==> config.mk <==
export PLATFORM = sky130hd
export DESIGN_NAME = client_ip_hash_peer_select_unit
export DESIGN_NICKNAME = d
export VERILOG_FILES = /design/src/design/ciphps_pkg.sv /design/src/design/ciphps_ram.sv /design/src/design/ciphps_fold.sv /design/src/design/ciphps_rem.sv /design/src/design/client_ip_hash_peer_select_unit.sv
export SDC_FILE = /design/constraint.sdc
export NUM_CORES = 2
export LEC_CHECK = 0
export CAP_MARGIN = 20
export CORE_ASPECT_RATIO = 0.6
export CORE_MARGIN = 8
export CORE_UTILIZATION = 64
export CTS_CLUSTER_DIAMETER = 200
export DETAILED_ROUTE_END_ITERATION = 16
export DONT_BUFFER_PORTS = 1
export HOLD_SLACK_MARGIN = 0.08
export PLACE_DENSITY = 0.85
export SETUP_SLACK_MARGIN = 0.15
export SYNTH_ARGS = -nofsm -noshare
export SYNTH_HDL_FRONTEND = slang
export SYNTH_SLANG_ARGS = --single-unit
==> constraint.sdc <==
create_clock -name clk -period 18.2 [get_ports clk]
set_input_delay 2.73 -clock clk [delete_from_list [all_inputs] [get_ports clk]]
set_output_delay 2.73 -clock clk [all_outputs]
set_load 0.01 [all_outputs]
==> src/design/ciphps_pkg.sv <==
// ----------------------------------------------------------------------------
// Client IP hash peer select - shared definitions
// Constants, codes and field widths used by the selection unit and its parts.
// ----------------------------------------------------------------------------
package ciphps_pkg;

  localparam int MAX_PEERS_DEF   = 32;
  localparam int WEIGHT_BITS_DEF = 8;
  localparam int MAX_TRIES_DEF   = 20;

  localparam int unsigned HASH_MUL  = 113;
  localparam int unsigned HASH_MOD  = 6271;
  localparam int unsigned HASH_SEED = 89;
  localparam int HASH_W      = 13;
  localparam int PROD_W      = 20;
  localparam int QUO_W       = 7;
  localparam int RECIP_SHIFT = 32;
  localparam int RECIP_W     = 20;
  localparam longint unsigned HASH_RECIP = (64'd1 << RECIP_SHIFT) / HASH_MOD;

  localparam int CFG_W        = 6;
  localparam int KIND_W       = 2;
  localparam int IDX_W        = 5;
  localparam int WIN_W        = 8;
  localparam int FAM_W        = 2;
  localparam int ADDR_W       = 64;
  localparam int MASK_W       = 32;
  localparam int IN_DATA_W    = 176;
  localparam int OUT_DATA_W   = 8;
  localparam int BYTE_CNT_W   = 5;
  localparam int BYTE_IDX_W   = 4;
  localparam int ADDR_BYTES_V4 = 3;
  localparam int ADDR_BYTES_V6 = 16;

  typedef enum logic [KIND_W-1:0] {
    KIND_WEIGHT = 2'd0,
    KIND_START  = 2'd1,
    KIND_PICK   = 2'd2,
    KIND_NONE   = 2'd3
  } kind_t;

  typedef enum logic [FAM_W-1:0] {
    FAM_IPV4  = 2'd0,
    FAM_IPV6  = 2'd1,
    FAM_OTHER = 2'd2,
    FAM_RSVD  = 2'd3
  } family_t;

  typedef enum logic [1:0] {
    ST_OK       = 2'd0,
    ST_BUSY     = 2'd1,
    ST_FALLBACK = 2'd2,
    ST_ACK      = 2'd3
  } status_t;

endpackage

==> src/design/ciphps_ram.sv <==
// ----------------------------------------------------------------------------
// Generic RAM
// One write port, one read port, read data registered.
// ----------------------------------------------------------------------------
module ciphps_ram #(
  parameter int WIDTH = 8,
  parameter int DEPTH = 32
) (
  input  logic                     clk,
  input  logic                     we,
  input  logic [$clog2(DEPTH)-1:0] waddr,
  input  logic [WIDTH-1:0]         wdata,
  input  logic [$clog2(DEPTH)-1:0] raddr,
  output logic [WIDTH-1:0]         rdata
);

  logic [WIDTH-1:0] mem [DEPTH];
  logic [WIDTH-1:0] rdata_r;

  always_ff @(posedge clk) begin
    if (we) begin
      mem[waddr] <= wdata;
    end
    rdata_r <= mem[raddr];
  end

  assign rdata = rdata_r;

endmodule

==> src/design/ciphps_fold.sv <==
// ----------------------------------------------------------------------------
// Hash fold step
// h' = (h*113 + b) mod 6271 in three stages: product, reciprocal quotient,
// subtract with one correction.
// ----------------------------------------------------------------------------
module ciphps_fold (
  input  logic                         clk,
  input  logic                         rst_n,
  input  logic                         start,
  input  logic [ciphps_pkg::HASH_W-1:0] h_in,
  input  logic [7:0]                   byte_in,
  output logic                         done,
  output logic [ciphps_pkg::HASH_W-1:0] h_out
);

  localparam int PW = ciphps_pkg::PROD_W;
  localparam int FW = ciphps_pkg::PROD_W + ciphps_pkg::RECIP_W;

  logic                          v1_r, v2_r, done_r;
  logic [PW-1:0]                 prod_r, prod_nxt;
  logic [ciphps_pkg::QUO_W-1:0]  q_r, q_nxt;
  logic [ciphps_pkg::HASH_W-1:0] h_r, h_nxt;
  logic [FW-1:0]                 full;
  logic [PW-1:0]                 diff;

  always_comb begin
    prod_nxt = PW'(h_in) * PW'(ciphps_pkg::HASH_MUL) + PW'(byte_in);
    full     = FW'(prod_r) * FW'(ciphps_pkg::HASH_RECIP);
    q_nxt    = full[ciphps_pkg::RECIP_SHIFT +: ciphps_pkg::QUO_W];
    diff     = prod_r - PW'(q_r) * PW'(ciphps_pkg::HASH_MOD);
    if (diff >= PW'(ciphps_pkg::HASH_MOD)) begin
      h_nxt = ciphps_pkg::HASH_W'(diff - PW'(ciphps_pkg::HASH_MOD));
    end else begin
      h_nxt = ciphps_pkg::HASH_W'(diff);
    end
  end

  always_ff @(posedge clk) begin
    if (!rst_n) begin
      v1_r   <= 1'b0;
      v2_r   <= 1'b0;
      done_r <= 1'b0;
    end else begin
      v1_r   <= start;
      v2_r   <= v1_r;
      done_r <= v2_r;
    end
  end

  always_ff @(posedge clk) begin
    if (start) begin
      prod_r <= prod_nxt;
    end
    if (v1_r) begin
      q_r <= q_nxt;
    end
    if (v2_r) begin
      h_r <= h_nxt;
    end
  end

  assign done  = done_r;
  assign h_out = h_r;

endmodule

==> src/design/ciphps_rem.sv <==
// ----------------------------------------------------------------------------
// Remainder unit
// Restoring division, one dividend bit per cycle; only the remainder is kept.
// ----------------------------------------------------------------------------
module ciphps_rem #(
  parameter int NUM_W = 13,
  parameter int DEN_W = 13
) (
  input  logic             clk,
  input  logic             rst_n,
  input  logic             start,
  input  logic [NUM_W-1:0] dividend,
  input  logic [DEN_W-1:0] divisor,
  output logic             done,
  output logic [DEN_W-1:0] remainder
);

  localparam int CW = $clog2(NUM_W + 1);

  logic [CW-1:0]    cnt_r, cnt_nxt;
  logic             done_r, done_nxt;
  logic [NUM_W-1:0] num_r, num_nxt;
  logic [DEN_W-1:0] rem_r, rem_nxt;
  logic [DEN_W:0]   trial;

  always_comb begin
    cnt_nxt  = cnt_r;
    done_nxt = 1'b0;
    num_nxt  = num_r;
    rem_nxt  = rem_r;
    trial    = {rem_r, num_r[NUM_W-1]};
    if (start) begin
      cnt_nxt = CW'(NUM_W);
      num_nxt = dividend;
      rem_nxt = '0;
    end else if (cnt_r != '0) begin
      cnt_nxt  = cnt_r - CW'(1);
      done_nxt = (cnt_r == CW'(1));
      num_nxt  = num_r << 1;
      if (trial >= {1'b0, divisor}) begin
        rem_nxt = DEN_W'(trial - {1'b0, divisor});
      end else begin
        rem_nxt = DEN_W'(trial);
      end
    end
  end

  always_ff @(posedge clk) begin
    if (!rst_n) begin
      cnt_r  <= '0;
      done_r <= 1'b0;
    end else begin
      cnt_r  <= cnt_nxt;
      done_r <= done_nxt;
    end
  end

  always_ff @(posedge clk) begin
    num_r <= num_nxt;
    rem_r <= rem_nxt;
  end

  assign done      = done_r;
  assign remainder = rem_r;

endmodule

==> src/design/client_ip_hash_peer_select_unit.sv <==
// ----------------------------------------------------------------------------
// Client IP hash peer select unit
// Picks a backend peer from a hash of the client address and peer weights.
// ----------------------------------------------------------------------------
// One transaction in gives one transaction out; items are handled one at a
// time, and a new item is taken while the previous result still waits on the
// output. A weight write, and a peer_count write, rescan the weight memory
// one entry per cycle over the peers in use; a peer_count write returns
// nothing. A request start, an unknown kind, or a pick that ends busy or
// fall back goes straight to the response. A pick that hashes, per try,
// folds each address byte into the hash (3 bytes for IPv4 and others, 16
// for IPv6), runs the bit-serial remainder unit, and walks the peers
// through the single read port of the weight memory, up to MAX_TRIES+1
// tries. No clearing pass after reset.
// ----------------------------------------------------------------------------
module client_ip_hash_peer_select_unit #(
  parameter int MAX_PEERS   = ciphps_pkg::MAX_PEERS_DEF,
  parameter int WEIGHT_BITS = ciphps_pkg::WEIGHT_BITS_DEF,
  parameter int MAX_TRIES   = ciphps_pkg::MAX_TRIES_DEF
) (
  input  logic                             clk,
  input  logic                             rst_n,
  input  logic                             in_tvalid,
  output logic                             in_tready,
  // peer_index[4:0], weight[12:5], family[14:13], addr_high[78:15],
  // addr_low[142:79], available_mask[174:143], zero[175]
  input  logic [ciphps_pkg::IN_DATA_W-1:0] in_tdata,
  // kind[1:0]
  input  logic [ciphps_pkg::KIND_W-1:0]    in_tuser,
  output logic                             out_tvalid,
  input  logic                             out_tready,
  // chosen_peer[4:0], zero[7:5]
  output logic [ciphps_pkg::OUT_DATA_W-1:0] out_tdata,
  // status[1:0]
  output logic [1:0]                       out_tuser,
  input  logic                             cfg_valid,
  output logic                             cfg_ready,
  input  logic [ciphps_pkg::CFG_W-1:0]     cfg_data
);

  localparam int PEER_W = $clog2(MAX_PEERS);
  localparam int CNT_W  = $clog2(MAX_PEERS + 1);
  localparam int SUM_W  = WEIGHT_BITS + PEER_W;
  localparam int TRY_W  = $clog2(MAX_TRIES + 2);
  localparam int HW     = ciphps_pkg::HASH_W;
  localparam int BCW    = ciphps_pkg::BYTE_CNT_W;
  localparam int BIW    = ciphps_pkg::BYTE_IDX_W;

  typedef enum logic [6:0] {
    S_IDLE   = 7'b0000001,
    S_SUM_RD = 7'b0000010,
    S_SUM    = 7'b0000100,
    S_FOLD   = 7'b0001000,
    S_DIV    = 7'b0010000,
    S_WALK   = 7'b0100000,
    S_RESP   = 7'b1000000
  } state_t;

  // input fields
  logic [ciphps_pkg::IDX_W-1:0]  f_idx;
  logic [ciphps_pkg::WIN_W-1:0]  f_weight;
  logic [ciphps_pkg::FAM_W-1:0]  f_family;
  logic [ciphps_pkg::ADDR_W-1:0] f_addr_high, f_addr_low;
  logic [ciphps_pkg::MASK_W-1:0] f_avail;

  assign f_idx       = in_tdata[4:0];
  assign f_weight    = in_tdata[12:5];
  assign f_family    = in_tdata[14:13];
  assign f_addr_high = in_tdata[78:15];
  assign f_addr_low  = in_tdata[142:79];
  assign f_avail     = in_tdata[174:143];

  state_t                        state_r, state_nxt;
  logic [ciphps_pkg::CFG_W-1:0]  peer_count_r, peer_count_nxt;
  logic [SUM_W-1:0]              sum_r, sum_nxt;
  logic [HW-1:0]                 run_hash_r, run_hash_nxt;
  logic [MAX_PEERS-1:0]          tried_r, tried_nxt;
  logic [TRY_W-1:0]              try_cnt_r, try_cnt_nxt;
  logic [127:0]                  addr_r, addr_nxt;
  logic [BCW-1:0]                byte_cnt_r, byte_cnt_nxt;
  logic                          sweep_ack_r, sweep_ack_nxt;
  logic                          fold_wait_r, fold_wait_nxt;
  logic                          out_valid_r, out_valid_nxt;

  logic [ciphps_pkg::MASK_W-1:0] avail_r, avail_nxt;
  logic [HW-1:0]                 h_work_r, h_work_nxt;
  logic [BIW-1:0]                bidx_r, bidx_nxt;
  logic [PEER_W-1:0]             sidx_r, sidx_nxt;
  logic [SUM_W-1:0]              w_r, w_nxt;
  logic [PEER_W-1:0]             p_r, p_nxt;
  ciphps_pkg::status_t           res_status_r, res_status_nxt;
  logic [4:0]                    res_peer_r, res_peer_nxt;
  ciphps_pkg::status_t           out_status_r, out_status_nxt;
  logic [4:0]                    out_peer_r, out_peer_nxt;

  logic [CNT_W-1:0]  n_use;
  logic              in_acc, cfg_acc;
  logic              ram_we;
  logic [PEER_W-1:0] ram_waddr, ram_raddr;
  logic [WEIGHT_BITS-1:0] ram_wdata, ram_rdata;
  logic [SUM_W-1:0]  wt_ext;
  logic [BIW-1:0]    bsel;
  logic [7:0]        fold_byte;
  logic              fold_start, fold_done;
  logic [HW-1:0]     fold_h;
  logic              rem_start, rem_done;
  logic [SUM_W-1:0]  rem_val;
  logic [6:0]        p_wide;
  logic              peer_free;
  logic [TRY_W-1:0]  try_inc;

  assign n_use = (7'(peer_count_r) > 7'(MAX_PEERS)) ? CNT_W'(MAX_PEERS)
                                                    : CNT_W'(peer_count_r);

  assign cfg_ready = (state_r == S_IDLE);
  assign in_tready = (state_r == S_IDLE) && !cfg_valid;
  assign cfg_acc   = cfg_valid && cfg_ready;
  assign in_acc    = in_tvalid && in_tready;

  assign ram_we    = in_acc && (in_tuser == ciphps_pkg::KIND_WEIGHT)
                     && (32'(f_idx) < 32'(MAX_PEERS));
  assign ram_waddr = PEER_W'(f_idx);
  assign ram_wdata = WEIGHT_BITS'(f_weight);
  assign wt_ext    = SUM_W'(ram_rdata);

  assign bsel      = BIW'(ciphps_pkg::ADDR_BYTES_V6 - 1) - bidx_r;
  assign fold_byte = addr_r[{bsel, 3'b000} +: 8];
  assign p_wide    = 7'(p_r);
  assign peer_free = !tried_r[p_r] && (p_wide < 7'd32) && avail_r[p_wide[4:0]];
  assign try_inc   = try_cnt_r + TRY_W'(1);

  always_comb begin
    case (state_r)
      S_SUM:   ram_raddr = sidx_r + PEER_W'(1);
      S_WALK:  ram_raddr = p_r + PEER_W'(1);
      default: ram_raddr = '0;
    endcase
  end

  always_comb begin
    state_nxt      = state_r;
    peer_count_nxt = peer_count_r;
    sum_nxt        = sum_r;
    run_hash_nxt   = run_hash_r;
    tried_nxt      = tried_r;
    try_cnt_nxt    = try_cnt_r;
    addr_nxt       = addr_r;
    byte_cnt_nxt   = byte_cnt_r;
    sweep_ack_nxt  = sweep_ack_r;
    fold_wait_nxt  = fold_wait_r;
    avail_nxt      = avail_r;
    h_work_nxt     = h_work_r;
    bidx_nxt       = bidx_r;
    sidx_nxt       = sidx_r;
    w_nxt          = w_r;
    p_nxt          = p_r;
    res_status_nxt = res_status_r;
    res_peer_nxt   = res_peer_r;
    fold_start     = 1'b0;
    rem_start      = 1'b0;
    out_valid_nxt  = out_valid_r;
    out_status_nxt = out_status_r;
    out_peer_nxt   = out_peer_r;

    if (out_valid_r && out_tready) begin
      out_valid_nxt = 1'b0;
    end

    case (state_r)
      S_IDLE: begin
        res_status_nxt = ciphps_pkg::ST_ACK;
        res_peer_nxt   = '0;
        if (cfg_acc) begin
          peer_count_nxt = cfg_data;
          sweep_ack_nxt  = 1'b0;
          state_nxt      = S_SUM_RD;
        end else if (in_acc) begin
          state_nxt = S_RESP;
          case (in_tuser)
            ciphps_pkg::KIND_WEIGHT: begin
              sweep_ack_nxt = 1'b1;
              state_nxt     = S_SUM_RD;
            end
            ciphps_pkg::KIND_START: begin
              case (f_family)
                ciphps_pkg::FAM_IPV4: begin
                  addr_nxt     = {f_addr_low[31:0], 96'd0};
                  byte_cnt_nxt = BCW'(ciphps_pkg::ADDR_BYTES_V4);
                end
                ciphps_pkg::FAM_IPV6: begin
                  addr_nxt     = {f_addr_high, f_addr_low};
                  byte_cnt_nxt = BCW'(ciphps_pkg::ADDR_BYTES_V6);
                end
                default: begin
                  addr_nxt     = '0;
                  byte_cnt_nxt = BCW'(ciphps_pkg::ADDR_BYTES_V4);
                end
              endcase
              run_hash_nxt = HW'(ciphps_pkg::HASH_SEED);
              tried_nxt    = '0;
              try_cnt_nxt  = '0;
            end
            ciphps_pkg::KIND_PICK: begin
              if (n_use == '0 || sum_r == '0) begin
                res_status_nxt = ciphps_pkg::ST_BUSY;
              end else if (try_cnt_r > TRY_W'(MAX_TRIES) || n_use == CNT_W'(1)) begin
                res_status_nxt = ciphps_pkg::ST_FALLBACK;
              end else begin
                avail_nxt     = f_avail;
                h_work_nxt    = run_hash_r;
                bidx_nxt      = '0;
                fold_wait_nxt = 1'b0;
                state_nxt     = S_FOLD;
              end
            end
            default: begin
              res_status_nxt = ciphps_pkg::ST_ACK;
            end
          endcase
        end
      end

      S_SUM_RD: begin
        sum_nxt  = '0;
        sidx_nxt = '0;
        if (n_use == '0) begin
          state_nxt = sweep_ack_r ? S_RESP : S_IDLE;
        end else begin
          state_nxt = S_SUM;
        end
      end

      S_SUM: begin
        sum_nxt  = sum_r + wt_ext;
        sidx_nxt = sidx_r + PEER_W'(1);
        if (CNT_W'(sidx_r) + CNT_W'(1) == n_use) begin
          state_nxt = sweep_ack_r ? S_RESP : S_IDLE;
        end
      end

      S_FOLD: begin
        if (!fold_wait_r) begin
          fold_start    = 1'b1;
          fold_wait_nxt = 1'b1;
        end else if (fold_done) begin
          fold_wait_nxt = 1'b0;
          h_work_nxt    = fold_h;
          if (BCW'(bidx_r) + BCW'(1) == byte_cnt_r) begin
            rem_start = 1'b1;
            state_nxt = S_DIV;
          end else begin
            bidx_nxt = bidx_r + BIW'(1);
          end
        end
      end

      S_DIV: begin
        if (rem_done) begin
          w_nxt     = rem_val;
          p_nxt     = '0;
          state_nxt = S_WALK;
        end
      end

      S_WALK: begin
        if (CNT_W'(p_r) + CNT_W'(1) < n_use && w_r >= wt_ext) begin
          w_nxt = w_r - wt_ext;
          p_nxt = p_r + PEER_W'(1);
        end else if (peer_free) begin
          tried_nxt[p_r] = 1'b1;
          run_hash_nxt   = h_work_r;
          res_status_nxt = ciphps_pkg::ST_OK;
          res_peer_nxt   = p_wide[4:0];
          state_nxt      = S_RESP;
        end else begin
          try_cnt_nxt = try_inc;
          if (try_inc > TRY_W'(MAX_TRIES)) begin
            res_status_nxt = ciphps_pkg::ST_FALLBACK;
            state_nxt      = S_RESP;
          end else begin
            bidx_nxt      = '0;
            fold_wait_nxt = 1'b0;
            state_nxt     = S_FOLD;
          end
        end
      end

      S_RESP: begin
        if (!out_valid_r || out_tready) begin
          out_valid_nxt  = 1'b1;
          out_status_nxt = res_status_r;
          out_peer_nxt   = res_peer_r;
          state_nxt      = S_IDLE;
        end
      end

      default: begin
        state_nxt = S_IDLE;
      end
    endcase
  end

  always_ff @(posedge clk) begin
    if (!rst_n) begin
      state_r      <= S_IDLE;
      peer_count_r <= '0;
      sum_r        <= '0;
      run_hash_r   <= HW'(ciphps_pkg::HASH_SEED);
      tried_r      <= '0;
      try_cnt_r    <= '0;
      addr_r       <= '0;
      byte_cnt_r   <= BCW'(ciphps_pkg::ADDR_BYTES_V4);
      sweep_ack_r  <= 1'b0;
      fold_wait_r  <= 1'b0;
      out_valid_r  <= 1'b0;
    end else begin
      state_r      <= state_nxt;
      peer_count_r <= peer_count_nxt;
      sum_r        <= sum_nxt;
      run_hash_r   <= run_hash_nxt;
      tried_r      <= tried_nxt;
      try_cnt_r    <= try_cnt_nxt;
      addr_r       <= addr_nxt;
      byte_cnt_r   <= byte_cnt_nxt;
      sweep_ack_r  <= sweep_ack_nxt;
      fold_wait_r  <= fold_wait_nxt;
      out_valid_r  <= out_valid_nxt;
    end
  end

  always_ff @(posedge clk) begin
    avail_r      <= avail_nxt;
    h_work_r     <= h_work_nxt;
    bidx_r       <= bidx_nxt;
    sidx_r       <= sidx_nxt;
    w_r          <= w_nxt;
    p_r          <= p_nxt;
    res_status_r <= res_status_nxt;
    res_peer_r   <= res_peer_nxt;
    out_status_r <= out_status_nxt;
    out_peer_r   <= out_peer_nxt;
  end

  assign out_tvalid = out_valid_r;
  assign out_tdata  = {3'b000, out_peer_r};
  assign out_tuser  = out_status_r;

  ciphps_ram #(
    .WIDTH (WEIGHT_BITS),
    .DEPTH (MAX_PEERS)
  ) u_weight_ram (
    .clk   (clk),
    .we    (ram_we),
    .waddr (ram_waddr),
    .wdata (ram_wdata),
    .raddr (ram_raddr),
    .rdata (ram_rdata)
  );

  ciphps_fold u_fold (
    .clk     (clk),
    .rst_n   (rst_n),
    .start   (fold_start),
    .h_in    (h_work_r),
    .byte_in (fold_byte),
    .done    (fold_done),
    .h_out   (fold_h)
  );

  ciphps_rem #(
    .NUM_W (HW),
    .DEN_W (SUM_W)
  ) u_rem (
    .clk       (clk),
    .rst_n     (rst_n),
    .start     (rem_start),
    .dividend  (fold_h),
    .divisor   (sum_r),
    .done      (rem_done),
    .remainder (rem_val)
  );

endmodule
# == After elaboration in Yosys (flattened, before gate mapping) ==
# Memory sizes are Yosys's and may differ from the RTL's. A register that Yosys moved wholly into a read port is not among the register bits.
# Cells that the tools add are included.
# word_totals
ramBits,256
wordCells,262
memories,1
in_bits,189
out_inout_bits,13
reg_bits,372
# classes
shifts,1
n_eq_ne,34
n_reduce_logical,44
bitwise_logic,6
n_lt_le_gt_ge,10
multipliers,3
n_mux,116
n_addsub,15
# memory_table
name,depth,word_bits,rd,rd_ports_with_merged_regs,write_ports,line,text
u_weight_ram.mem,32,8,1,1,1,ciphps_ram.sv:17,logic [WIDTH-1:0] mem [DEPTH];
# op_table
operator,count
case mux 128 bit (2 select lines),1
two-way mux 13 bit,18
two-way mux 32 bit,5
indexed part select 128 x 8 -> 8 bit,1
two-way mux 7 bit,15
case mux 13 bit (2 select lines),4
case mux 32 bit (2 select lines),1
two-way mux 4 bit,13
two-way mux 5 bit,10
case mux 5 bit (2 select lines),5
case mux 7 bit (7 select lines),1
multiplier 20 x 20 -> 39 bit (second input constant),1
bitwise OR 32 bit,1
two-way mux 1 bit,28
!= test 2 bit (second input constant),13
adder 20 x 8 -> 20 bit,1
>= comparator 20 x 13 -> 1 bit (second input constant),1
multiplier 13 x 7 -> 20 bit (second input constant),1
multiplier 7 x 13 -> 20 bit (second input constant),1
subtractor 20 bit,1
AND reduction 6 bit,3
AND reduction 8 bit,2
adder 5 x 1 -> 5 bit (second input constant),3
>= comparator 14 x 13 -> 1 bit,1
other kinds (56),98

# == Depth between registers and ports, before layout ==
# logic_depth
depth_word,10
ltp_mapped,23
ltp_nobuf,23

# == Modules after synthesis ==
# A second synthesis with hierarchy kept.
# hier_totals
cells_unflattened,3352
hier_area_um2,40025.9
# modules_own_cells
module,instances,area_each_um2,seq_area_each_um2,cells_per_inst
client_ip_hash_peer_select_unit,1,14133.6,6766.5,1347
ciphps_fold,1,13628.1,1261.2,1354
ciphps_ram,1,10053.4,7847.5,417
ciphps_rem,1,2210.9,750.7,234

# == Least setup slack after synthesis ==
# Ideal clock, no wire load.
# synth_path
path_type,input -> output
startpoint,in cfg_valid
endpoint,out in_tready
n_path_buf,1
t_arrival_ns,3.258
t_required_ns,15.470
setup_slack_ns,12.212
stages,3
cell_sequence,clkbuf_1 nand2b_1 inv_1
# synth_via
elab_chain_len,2
# synth_lines
item,line,text
start: declaration,client_ip_hash_peer_select_unit.sv:36,"input logic cfg_valid,"
logical NOT 1 bit,client_ip_hash_peer_select_unit.sv:116,assign in_tready = (state_r == S_IDLE) && !cfg_valid;
logical AND 1 bit,client_ip_hash_peer_select_unit.sv:116,
end: declaration,client_ip_hash_peer_select_unit.sv:24,"output logic in_tready,"
# Every way passes these cells.

# == Worst setup path in the final report ==
# layout_path
startpoint,reg u_fold.prod_r[10]
endpoint,"reg u_fold.q_r[6] (netlist bit), data pin"
# layout_via
elab_chain_len,1
# layout_lines
item,line,text
start: declaration,ciphps_fold.sv:20,"logic [PW-1:0] prod_r, prod_nxt;"
start signal: assignment,ciphps_fold.sv:52,prod_r <= prod_nxt;
multiplier 20 x 20 -> 39 bit,ciphps_fold.sv:28,full = FW'(prod_r) * FW'(ciphps_pkg::HASH_RECIP);
named net u_fold.full[38],ciphps_fold.sv:23,logic [FW-1:0] full;
end signal: assignment,ciphps_fold.sv:55,q_r <= q_nxt;
end: declaration,ciphps_fold.sv:21,"logic [ciphps_pkg::QUO_W-1:0] q_r, q_nxt;"
# The timed path passes the listed nets, and every way through them passes these cells.
# A chain may end at the register's enable or synchronous reset.

==> qor.yml <==
worst_setup_path:
  critical_path.top_delay_family: "adder cells"
  category_of_the_most_critical_setup_path: "flop to flop"
  worst-endpoint-required_ns: 18.56
  start_kind: "flop"
  crit_chain: "ha_1 -> inv_1 -> fa_1 -> inv_1 -> fa_1 -> inv_1 -> fa_1 -> fa_1 -> inv_1 -> fa_1 -> inv_1 -> fa_1 -> inv_1 -> ha_1 -> a41oi_1 -> o21ai_0 -> a21o_1 -> a221oi_1 -> o211ai_1 -> a21oi_1 -> xnor2_1"
  path_depth: 21
  highest_delay_cell_along_the_critical_path: "edfxtp_1"
  critical_path.max_fanout: 7
  crit_buf_inv: 6
  cp_slowest_stage_delay_ns: 0.66
  worstRegToRegCells: 21
  worstSetupEndpointType: "flop"
  worst_ep_arrival_time_ns: 7.19
route:
  dr.max_layer_used: "met5"
  avgViaCountPerCell: 6.18
  wl_met3_mm: 10.4
  routed_wirelength_mm: 97.7
  vias: 27975
  wl_cell_um: 21.6
  detailroute.wirelength.met2_mm: 41.9
  first_pass_iters: 6
  post-route-drc-count: 0
  final_antenna_net_count: 0
  wl_met1_mm: 42.7
  first_iter_violations: 3389
floorplan:
  die_h_um: 210
  rows: 71
  die_area_um2: 71200
  die_width_um: 339
  effective_utilization_at_floorplan_pct: 64.4
  coreArea_um2: 62300
  design.portCount: 202
clock_network:
  cts_num_sinks: 633
  tritoncts_clock_tree: "built"
  cts_inserted_buffers: 55
  clkSlewWorstSetupHoldPaths_ns: 0.07
  worstSkewPairLatency_ns: 0.65
  max-clock-path-buffers: 3
  cts-htree-levels: 2
  clk_root_buffer_cell: "clkbuf_16"
  cts.hold.buffers_added: 0
  cts_setup_buffers: 0
  post_cts.resized_instances: 0
placed_design:
  dp.cells: 4427
  gp_congestion: 0.920
  placement.io_buffers: 0
  final_hpwl_dp_mm: 71.1
  dpl_worst_slack_ns: 11.47
yosys:
  ys_types: 74
  asyncSetResetFlopFracSynth_pct: 0
  ys_warn_count: 0
  synth_enable_flop_cells: 395
  mappedNetlistArea_um2: 40100
  synth_flop_cell: "edfxtp_1"
  postSynthRegisterBits: 633
  seq_area_frac_synth_pct: 41.5
  syn-mean-instance-area_um2: 10.8
  synth_cells: 3722
pwr:
  seq_power_share_pct: 32.8
  power.combinational.fraction_pct: 43.9
  design_power_total_mw: 5.16
  p_int_mw: 3.24
  power.switching_fraction_pct: 37.3
  p_leak_nw: 17.3
  clock_power_share_pct: 23.2
  power.switching_mw: 1.92
  vdd_drop_max_v: 0.000231
  p_per_area_nw_per_um2: 121
finish:
  fraction_of_final_layout_cells_sized_beyond_drive_strength_1_pct: 5.69
  mostFrequentLayoutCell: "inv_1"
  most_frequent_cells_in_the_layout: "inv_1 (448), edfxtp_1 (395), nand2_1 (379), ha_1 (374), dfxtp_1 (238)"
  final.fill_count: 4240
  stdcell_count: 4529
  finish.net_count: 4427
  area_growth_syn_to_layout_pct: 6.26
timing:
  maxSlewViolCount: 0
  final_period_minus_worst_setup_slack_ns: 6.83
  final.period_utilization_pct: 37.5
  report.final.hold_viol_count: 0
  worst_hold_slack_ns: 0.425
  worst_pin_slew_ns: 1.06
  unrepaired_setup_endpoints_after_global_routing: "false"
  setup_tns_ns: 0
  final-setup-viol-count: 0
  timing.clock.skew_ns: 0.0383
  achievable-frequency_mhz: 146
  layout_setup_ws_ns: 11.37
  worst_slew_margin_rel_pct: 29.0
outcome:
  status: "complete, no violations"
min_path:
  holdPathStages: 0
  min-delay-path-class: "flop to flop"
global_route:
  grt_max_degree: 180
  first_global_vias: 27693
  global_route.overflow_total: 0
  wire_length_of_the_first_global_routing_pass_mm: 153
  globalRouteTotalUtil_pct: 26.9
  grt_antenna_before_repair: 4
run:
  max-cap-violations: 0
flip-flops by register name, summed over array words and instances (netlist names), 8 cells and up:
signal / cells
u_rem.num_r: 13
sum_r: 13
w_r: 13
u_rem.remainder: 13
avail_r: 32
u_weight_ram.rdata: 8
u_weight_ram.mem: 256
run_hash_r: 13
u_fold.prod_r: 20
u_fold.h_out: 13
tried_r: 32
addr_r: 128
h_work_r: 13
cells in the mapped netlist (all sizes together), types with 91 or more instances:
master,n,area (µm²)
ha,374,4680
o21ai,91,455
nor2b,164,1030
nand3,173,878
nand2,379,1420
a21oi,108,541
a22oi,108,811
fa,219,4380
clkbuf,135,507
nor2,138,518
inv,448,1680
dfxtp,238,4760
edfxtp,395,11900
stage by stage:
stage / utilization (%) / instance area (µm²)
final: 68.4 / 42600
after global routing: 68.4 / 42600
after CTS: 68.4 / 42600
after detailed placement: 65.5 / 40800
after global placement: 65.4 / 40800
after floorplan: - / 40100
kinds of logic (layout without fill, tap and decap cells):
group	after synthesis	count (layout)	synth area share, %
other cells	1	4	0.00935
simple gates	1088	1088	13.3
mux	132	132	5.12
xor+xnor	104	104	2.27
fa+ha+maj	593	593	22.6
flops	633	633	41.5
buf+inv	612	577	5.81
compound gates	559	559	9.46
routing by layer:
layer / up-vias / track usage (%)
met1: 13656 / 39.4
met4: 4 / 7.69
li1: 12801 / -
met3: 193 / 7.07
met5: - / 0
met2: 1321 / 39.3
layout make-up:
| class | instances | area (µm²) | share of cell area (%) |
|---|---|---|---|
| diodes | 1 | 2.50 | 0.00587 |
| repair buffers | 27 | 210 | 0.493 |
| clock inverters | 29 | 362 | 0.849 |
| flip-flops and latches | 633 | 16600 | 39.0 |
| clock buffers | 72 | 1470 | 3.45 |
| well taps | 839 | 1050 | 2.46 |
| multi-input cells | 2479 | 21200 | 49.8 |
| inverters | 449 | 1690 | 3.96 |
power by group through the flow:
stage	clock (mW)	combinational (mW)	sequential (mW)
floorplan	0	1.68	1.70
global placement	0	2.12	1.72
detailed placement	0	2.20	1.72
CTS	1.21	2.24	1.69
global route	1.26	2.55	1.70
finish	1.20	2.27	1.69
path summary, 6_finish.rpt:
| check | start | endpoint | slack [ns] |
|---|---|---|---|
| worst max-delay path | u_fold.prod_r[10] | u_fold.q_r[6] | 11.37 |
| worst min-delay path | res_status_r[1] | out_tuser[1] | 0.42 |
| worst max register to register | u_fold.prod_r[10] | u_fold.q_r[6] | 11.37 |
| worst min register to register | res_status_r[1] | out_tuser[1] | 0.42 |
Power figures use the tool's default switching activity.
